$ cat config.mk
export PLATFORM = sky130hd
export DESIGN_NAME = bcd_datetime_to_seconds_core
export DESIGN_NICKNAME = d
export VERILOG_FILES = /design/src/rtl/core/bdts_pkg.sv /design/src/rtl/core/bdts_decode.sv /design/src/rtl/core/bdts_days.sv /design/src/rtl/core/bdts_time.sv /design/src/rtl/core/bcd_datetime_to_seconds_core.sv
export SDC_FILE = /design/constraint.sdc
export NUM_CORES = 1
export LEC_CHECK = 0
export BUFFER_PORTS_ARGS = -buffer_cell sky130_fd_sc_hd__buf_2
export CAP_MARGIN = 20
export CORE_MARGIN = 4
export CORE_UTILIZATION = 30
export CTS_BUF_LIST = sky130_fd_sc_hd__clkbuf_8
export DETAILED_ROUTE_END_ITERATION = 12
export HOLD_SLACK_MARGIN = 0.03
export PLACE_DENSITY_LB_ADDON = 0.12
export SYNTH_ARGS = -nofsm -noshare
export SYNTH_HDL_FRONTEND = slang
export SYNTH_HIERARCHICAL = 1
export SYNTH_SLANG_ARGS = --single-unit
$ cat constraint.sdc
create_clock -name i_clk -period 7.96 [get_ports i_clk]
set_input_delay 0.398 -clock i_clk [delete_from_list [all_inputs] [get_ports i_clk]]
set_output_delay 0.398 -clock i_clk [all_outputs]
set_load 0.02 [all_outputs]
$ cat src/rtl/core/bdts_pkg.sv
`timescale 1ns / 1ps

package bdts_pkg;

    // Calendar and clock constants
    localparam logic [7:0] BCD_RADIX     = 8'd10;
    localparam logic [4:0] HOURS_PER_DAY = 5'd24;
    localparam logic [5:0] MINS_PER_HOUR = 6'd60;
    localparam logic [5:0] SECS_PER_MIN  = 6'd60;
    localparam logic [8:0] DAYS_PER_YEAR = 9'd365;

    // Legal decoded ranges
    localparam logic [7:0] YEAR_MAX  = 8'd99;
    localparam logic [7:0] MONTH_MAX = 8'd12;
    localparam logic [7:0] DAY_MAX   = 8'd31;
    localparam logic [7:0] HOUR_MAX  = 8'd23;
    localparam logic [7:0] MINSEC_MAX = 8'd59;

    // Month codes
    localparam logic [3:0] MON_JAN = 4'd1;
    localparam logic [3:0] MON_FEB = 4'd2;
    localparam logic [3:0] MON_MAR = 4'd3;
    localparam logic [3:0] MON_APR = 4'd4;
    localparam logic [3:0] MON_MAY = 4'd5;
    localparam logic [3:0] MON_JUN = 4'd6;
    localparam logic [3:0] MON_JUL = 4'd7;
    localparam logic [3:0] MON_AUG = 4'd8;
    localparam logic [3:0] MON_SEP = 4'd9;
    localparam logic [3:0] MON_OCT = 4'd10;
    localparam logic [3:0] MON_NOV = 4'd11;
    localparam logic [3:0] MON_DEC = 4'd12;

    // Decoded fields after the first stage
    typedef struct packed {
        logic [7:0] sec;
        logic [7:0] minute;
        logic [7:0] hr;
        logic [7:0] day;
        logic [7:0] mon;
        logic [7:0] yr;
        logic       bad;
    } t_fields;

    // Day count plus time of day after the second stage
    typedef struct packed {
        logic [15:0] days;
        logic [4:0]  hr;
        logic [5:0]  minute;
        logic [5:0]  sec;
        logic        bad;
    } t_days;

    // Packed BCD byte to binary, high nibble * 10 + low nibble (max 165)
    function automatic logic [7:0] bcd_decode(input logic [7:0] b);
        logic [7:0] hi;
        logic [7:0] lo;
        hi = {4'd0, b[7:4]};
        lo = {4'd0, b[3:0]};
        return hi * BCD_RADIX + lo;
    endfunction

    // Days before the first of the month
    function automatic logic [8:0] days_before_month(input logic [3:0] mon,
                                                     input logic       leap);
        logic [8:0] d;
        logic [8:0] adj;
        adj = {8'd0, leap};
        case (mon)
            MON_JAN: d = 9'd0;
            MON_FEB: d = 9'd31;
            MON_MAR: d = 9'd59 + adj;
            MON_APR: d = 9'd90 + adj;
            MON_MAY: d = 9'd120 + adj;
            MON_JUN: d = 9'd151 + adj;
            MON_JUL: d = 9'd181 + adj;
            MON_AUG: d = 9'd212 + adj;
            MON_SEP: d = 9'd243 + adj;
            MON_OCT: d = 9'd273 + adj;
            MON_NOV: d = 9'd304 + adj;
            MON_DEC: d = 9'd334 + adj;
            default: d = 9'd0;
        endcase
        return d;
    endfunction

endpackage

$ cat src/rtl/core/bdts_decode.sv
`timescale 1ns / 1ps

module bdts_decode
    import bdts_pkg::*;
(
    input  logic       i_clk,
    input  logic       i_rst_n,
    input  logic       i_in_valid,
    output logic       o_in_ready,
    input  logic [7:0] i_second_bcd,
    input  logic [7:0] i_minute_bcd,
    input  logic [7:0] i_hour_bcd,
    input  logic [7:0] i_day_bcd,
    input  logic [7:0] i_month_bcd,
    input  logic [7:0] i_year_bcd,
    output logic       o_out_valid,
    input  logic       i_out_ready,
    output t_fields    o_fields
);

    logic    r_valid;
    t_fields r_fields;
    t_fields n_fields;

    // Decode all six bytes and range check the results
    always_comb begin
        n_fields.sec    = bcd_decode(i_second_bcd);
        n_fields.minute = bcd_decode(i_minute_bcd);
        n_fields.hr     = bcd_decode(i_hour_bcd);
        n_fields.day    = bcd_decode(i_day_bcd);
        n_fields.mon    = bcd_decode(i_month_bcd);
        n_fields.yr     = bcd_decode(i_year_bcd);
        n_fields.bad    = (n_fields.yr > YEAR_MAX) || (n_fields.mon == 8'd0) ||
                          (n_fields.mon > MONTH_MAX) || (n_fields.day == 8'd0) ||
                          (n_fields.day > DAY_MAX) || (n_fields.hr > HOUR_MAX) ||
                          (n_fields.minute > MINSEC_MAX) || (n_fields.sec > MINSEC_MAX);
    end

    // Stage advances when empty or when downstream takes its request
    assign o_in_ready = !r_valid || i_out_ready;

    always_ff @(posedge i_clk) begin
        if (!i_rst_n) begin
            r_valid <= 1'b0;
        end else if (o_in_ready) begin
            r_valid <= i_in_valid;
        end
    end

    always_ff @(posedge i_clk) begin
        if (o_in_ready && i_in_valid) begin
            r_fields <= n_fields;
        end
    end

    assign o_out_valid = r_valid;
    assign o_fields    = r_fields;

endmodule

$ cat src/rtl/core/bdts_days.sv
`timescale 1ns / 1ps

module bdts_days
    import bdts_pkg::*;
(
    input  logic    i_clk,
    input  logic    i_rst_n,
    input  logic    i_in_valid,
    output logic    o_in_ready,
    input  t_fields i_fields,
    output logic    o_out_valid,
    input  logic    i_out_ready,
    output t_days   o_days
);

    logic        r_valid;
    t_days       r_days;
    t_days       n_days;
    logic [15:0] year_days;
    logic [8:0]  leap_days;
    logic [8:0]  month_days;
    logic        leap;

    // Days before the year, before the month, and within the month
    always_comb begin
        leap       = (i_fields.yr[1:0] == 2'b00);
        year_days  = 16'(i_fields.yr) * 16'(DAYS_PER_YEAR);
        leap_days  = ({1'b0, i_fields.yr} + 9'd3) >> 2;
        month_days = days_before_month(i_fields.mon[3:0], leap);
        n_days.days   = year_days + 16'(leap_days) + 16'(month_days)
                        + 16'(i_fields.day) - 16'd1;
        n_days.hr     = i_fields.hr[4:0];
        n_days.minute = i_fields.minute[5:0];
        n_days.sec    = i_fields.sec[5:0];
        n_days.bad    = i_fields.bad;
    end

    assign o_in_ready = !r_valid || i_out_ready;

    always_ff @(posedge i_clk) begin
        if (!i_rst_n) begin
            r_valid <= 1'b0;
        end else if (o_in_ready) begin
            r_valid <= i_in_valid;
        end
    end

    always_ff @(posedge i_clk) begin
        if (o_in_ready && i_in_valid) begin
            r_days <= n_days;
        end
    end

    assign o_out_valid = r_valid;
    assign o_days      = r_days;

endmodule

$ cat src/rtl/core/bdts_time.sv
`timescale 1ns / 1ps

module bdts_time
    import bdts_pkg::*;
(
    input  logic        i_clk,
    input  logic        i_rst_n,
    input  logic        i_in_valid,
    output logic        o_in_ready,
    input  t_days       i_days,
    output logic        o_out_valid,
    input  logic        i_out_ready,
    output logic [31:0] o_elapsed_seconds,
    output logic        o_invalid
);

    // Stage A: hours
    logic        r_a_valid;
    logic [19:0] r_a_hours;
    logic [5:0]  r_a_minute;
    logic [5:0]  r_a_sec;
    logic        r_a_bad;
    logic        a_ready;
    logic [19:0] n_a_hours;

    // Stage B: minutes
    logic        r_b_valid;
    logic [25:0] r_b_mins;
    logic [5:0]  r_b_sec;
    logic        r_b_bad;
    logic        b_ready;
    logic [25:0] n_b_mins;

    // Stage C: seconds, output register
    logic        r_c_valid;
    logic [31:0] r_c_secs;
    logic        r_c_bad;
    logic        c_ready;
    logic [31:0] n_c_secs;

    assign c_ready    = !r_c_valid || i_out_ready;
    assign b_ready    = !r_b_valid || c_ready;
    assign a_ready    = !r_a_valid || b_ready;
    assign o_in_ready = a_ready;

    // days * 24 + hour
    assign n_a_hours = 20'(i_days.days) * 20'(HOURS_PER_DAY) + 20'(i_days.hr);

    always_ff @(posedge i_clk) begin
        if (!i_rst_n) begin
            r_a_valid <= 1'b0;
        end else if (a_ready) begin
            r_a_valid <= i_in_valid;
        end
    end

    always_ff @(posedge i_clk) begin
        if (a_ready && i_in_valid) begin
            r_a_hours  <= n_a_hours;
            r_a_minute <= i_days.minute;
            r_a_sec    <= i_days.sec;
            r_a_bad    <= i_days.bad;
        end
    end

    // hours * 60 + minute
    assign n_b_mins = 26'(r_a_hours) * 26'(MINS_PER_HOUR) + 26'(r_a_minute);

    always_ff @(posedge i_clk) begin
        if (!i_rst_n) begin
            r_b_valid <= 1'b0;
        end else if (b_ready) begin
            r_b_valid <= r_a_valid;
        end
    end

    always_ff @(posedge i_clk) begin
        if (b_ready && r_a_valid) begin
            r_b_mins <= n_b_mins;
            r_b_sec  <= r_a_sec;
            r_b_bad  <= r_a_bad;
        end
    end

    // minutes * 60 + second, forced to zero on a bad request
    assign n_c_secs = r_b_bad ? 32'd0
                    : 32'(r_b_mins) * 32'(SECS_PER_MIN) + 32'(r_b_sec);

    always_ff @(posedge i_clk) begin
        if (!i_rst_n) begin
            r_c_valid <= 1'b0;
        end else if (c_ready) begin
            r_c_valid <= r_b_valid;
        end
    end

    always_ff @(posedge i_clk) begin
        if (c_ready && r_b_valid) begin
            r_c_secs <= n_c_secs;
            r_c_bad  <= r_b_bad;
        end
    end

    assign o_out_valid       = r_c_valid;
    assign o_elapsed_seconds = r_c_secs;
    assign o_invalid         = r_c_bad;

endmodule

$ cat src/rtl/core/bcd_datetime_to_seconds_core.sv
`timescale 1ns / 1ps

// Channel  Direction  Handshake           Payload
// input    in         i_valid / o_stall   i_second_bcd .. i_year_bcd (6 x 8 bit BCD)
// output   out        o_valid / i_stall   o_elapsed_seconds (32), o_invalid (1)
//
// Five register stages: decode, day count, x24, x60, x60. One request
// is taken every cycle while the output is not stalled.
// Synchronous active-low reset clears all stage valid bits; no other setup.
// A stall holds the output register and backs up only full stages, so
// bubbles are squeezed out and no request is lost or repeated.

module bcd_datetime_to_seconds_core
    import bdts_pkg::*;
(
    input  logic        i_clk,
    input  logic        i_rst_n,
    input  logic        i_valid,
    output logic        o_stall,
    input  logic [7:0]  i_second_bcd,
    input  logic [7:0]  i_minute_bcd,
    input  logic [7:0]  i_hour_bcd,
    input  logic [7:0]  i_day_bcd,
    input  logic [7:0]  i_month_bcd,
    input  logic [7:0]  i_year_bcd,
    output logic        o_valid,
    input  logic        i_stall,
    output logic [31:0] o_elapsed_seconds,
    output logic        o_invalid
);

    logic    in_ready;
    logic    dec_valid;
    logic    dec_ready;
    t_fields dec_fields;
    logic    day_valid;
    logic    day_ready;
    t_days   day_data;

    assign o_stall = !in_ready;

    // Stage 1: BCD decode and range check
    bdts_decode u_decode (
        .i_clk        (i_clk),
        .i_rst_n      (i_rst_n),
        .i_in_valid   (i_valid),
        .o_in_ready   (in_ready),
        .i_second_bcd (i_second_bcd),
        .i_minute_bcd (i_minute_bcd),
        .i_hour_bcd   (i_hour_bcd),
        .i_day_bcd    (i_day_bcd),
        .i_month_bcd  (i_month_bcd),
        .i_year_bcd   (i_year_bcd),
        .o_out_valid  (dec_valid),
        .i_out_ready  (dec_ready),
        .o_fields     (dec_fields)
    );

    // Stage 2: day count
    bdts_days u_days (
        .i_clk       (i_clk),
        .i_rst_n     (i_rst_n),
        .i_in_valid  (dec_valid),
        .o_in_ready  (dec_ready),
        .i_fields    (dec_fields),
        .o_out_valid (day_valid),
        .i_out_ready (day_ready),
        .o_days      (day_data)
    );

    // Stages 3-5: scale to hours, minutes, seconds
    bdts_time u_time (
        .i_clk             (i_clk),
        .i_rst_n           (i_rst_n),
        .i_in_valid        (day_valid),
        .o_in_ready        (day_ready),
        .i_days            (day_data),
        .o_out_valid       (o_valid),
        .i_out_ready       (!i_stall),
        .o_elapsed_seconds (o_elapsed_seconds),
        .o_invalid         (o_invalid)
    );

endmodule

==> results.tsv <==
metric	value	unit
Clk pin slew, worst setup/hold paths	0.11	ns
met1 wire length	14440	um
Cell Rows	87	
post-route ant nets	0	
first-pass GRT wire length	57340	um
total stage count of the critical path	21	
slowest stage cell, crit path	sky130_fd_sc_hd__fa_1	
Layout Nets	2096	
amount of wire on met3 after detailed routing	840	um
maximum number of pins on one net before global-route repair	39	
number of hold-slack violations in the final timing report	0	
PortBufs	86	
top achievable clock speed	188.8	MHz
uppermost routed layer	met4	
cell area after layout	18940	um^2
Net Count, Synth	2008	
synthesized instance count	1629	
worst hold margin	0.1155	ns
Setup Skew	0.02623	ns
total I/O pin count	87	
fraction of layout instances using a drive strength above 1	9.075	%
Critical Path AT	5.58	ns
Worst Reg2Reg Path Length in Cells	21	
multi-input logic area	10740	um^2
max-capacitance violation count	0	
TNS Setup	0	ns
number of stages on the worst hold path	3	
global routing usage summed across all routing layers	11.52	%
Die Y	246.5	um
fill count	5836	
# setup viols final	0	
Crit path buffers/inverters	4	
total detailed-routing wirelength	32970	um
routed len/inst	13.26	um
buffer count from post-CTS setup fixing	0	
vias in the first global route	11830	
remaining global-route overflow	0	
CTS Buf Count	17	
starting density of the core	30.26	%
mean instance size in the synthesized netlist	10.48	um^2
critical path fanouts, max	8	
synth-to-layout area growth	11.01	%
mapped cell area	17060	um^2
CP Cell Sequence	inv_1 -> ha_1 -> nand2b_1 -> nor2_1 -> nor2_1 -> a21oi_1 -> a21o_1 -> fa_1 -> inv_1 -> ha_1 -> inv_1 -> fa_1 -> inv_1 -> fa_1 -> ha_1 -> fa_1 -> a21o_1 -> a21oi_1 -> nor2_1 -> o31ai_1 -> a221oi_1	
leading cell types in the layout, fill and taps excluded	268 x sky130_fd_sc_hd__inv_1, 177 x sky130_fd_sc_hd__ha_1, 171 x sky130_fd_sc_hd__edfxtp_1, 150 x sky130_fd_sc_hd__fa_1, 96 x sky130_fd_sc_hd__xnor2_1	
core box area	56390	um^2
number of antenna violations at the first check in global routing	1	
1st-pass router iterations	6	
number of max-slew violations in the final report	0	
Worst Setup Path Type	reg2reg	
warnings from Yosys	6	
hold crit path type	in2reg	
weighted congestion at the end of routability-driven global placement	0.8442	
Clock Latency Late Sink	0.55	ns
outcome	completed	
routed vias	11180	
final worst-path cycle share	66.54	%
sum of met2 wire segment lengths after detailed routing	17060	um
delay contributed by the slowest stage of the critical path	0.48	ns
total half-perimeter wirelength after legalization and detailed placement	27580	um
Placement Cell Area	18370	um^2
Critical Path Source Type	register	
minimum clock period	5.297	ns
Num Clock Sinks	176	
required arrival time at the worst endpoint	8.24	ns
commonest non-fill, non-tap cell in the layout	sky130_fd_sc_hd__inv_1	
width of the die	246.5	um
Starting DRT DRC Count	351	
family of cells with the greatest summed delay on the critical path	adder cells	
Total Die Area	60760	um^2
clock tree root buffer cell	sky130_fd_sc_hd__clkbuf_8	
Critical Path End Type	register	
register area	5235	um^2
depth of the CTS H-tree	4	
Worst-Margin Slew	0.9585	ns
TritonCTS clock tree	built	
via/cell ratio	4.495	
setup repair after global routing missed its margin	no	
Max clock buf depth	2	
remaining routing DRC violations	0	
worst slew margin relative to its limit	36.10	%
==> worst paths after layout <==
kind                                           start                   end  slack [ns]
worst max-delay path            u_decode/o_fields[2]     u_days/o_days[30]        2.66
worst min-delay path                         i_valid  u_decode/o_out_valid        0.12
worst max register to register  u_decode/o_fields[2]     u_days/o_days[30]        2.66
worst min register to register      u_days/o_days[7]  u_time/r_a_minute[0]        0.43
==> routing by layer <==
layer	vias to the layer above	track usage, %
met5	-	0
met4	0	3.921
met3	35	2.079
met2	124	21.10
met1	5221	13.52
li1	5798	-
==> what timing repair did <==
action | CTS | global route
resized for setup | 0 | 0
hold buffers | 6 | 0
endpoints found under the hold margin | 6 | 0
endpoints found under the setup margin | 0 | 0
==> stage by stage <==
| stage | setup WS [ns] | util (%) | instances |
|---|---|---|---|
| after floorplan | 3.016 | - | 1629 |
| after global placement | 2.685 | 32.58 | 2445 |
| after detailed placement | 2.633 | 32.58 | 2445 |
| after CTS | 2.618 | 33.47 | 2483 |
| after global routing | 2.226 | 33.60 | 2487 |
| final | 2.663 | 33.60 | 2487 |
==> worst reg2reg max path, delay by kind of cell, from the launching register on <==
family          cells  cell delay (ns)
simple gates        4             0.47
compound gates      6             1.02
fa+ha+maj           7             2.70
flops               1             0.47
buf+inv             4             0.36
==> state kept, by name (all words and copies together), names as in the netlist <==
name and count:
u_time/r_a_bad 1, u_time/r_b_valid 1, u_decode/o_out_valid 1, u_time/o_elapsed_seconds 32, u_time/r_a_valid 1, u_days/o_out_valid 1, u_time/r_a_hours 20, u_decode/o_fields 38
u_time/r_a_minute 6, u_time/o_out_valid 1, u_time/r_a_sec 6, u_days/o_days 34, u_time/r_b_bad 1, u_time/o_invalid 1, u_time/r_b_mins 26, u_time/r_b_sec 6
==> area by class of cell <==
type | count | area share [%]
inverters | 268 | 5.310
clock inverters | 15 | 1.110
well taps | 756 | 4.993
multi-input cells | 1158 | 56.72
diodes | 1 | 0.01321
clock buffers | 17 | 1.235
flip-flops and latches | 176 | 27.64
repair buffers | 96 | 2.985
Power is not shown: default switching activity piles up to over one toggle a cycle in this logic, so the estimate is an artifact.
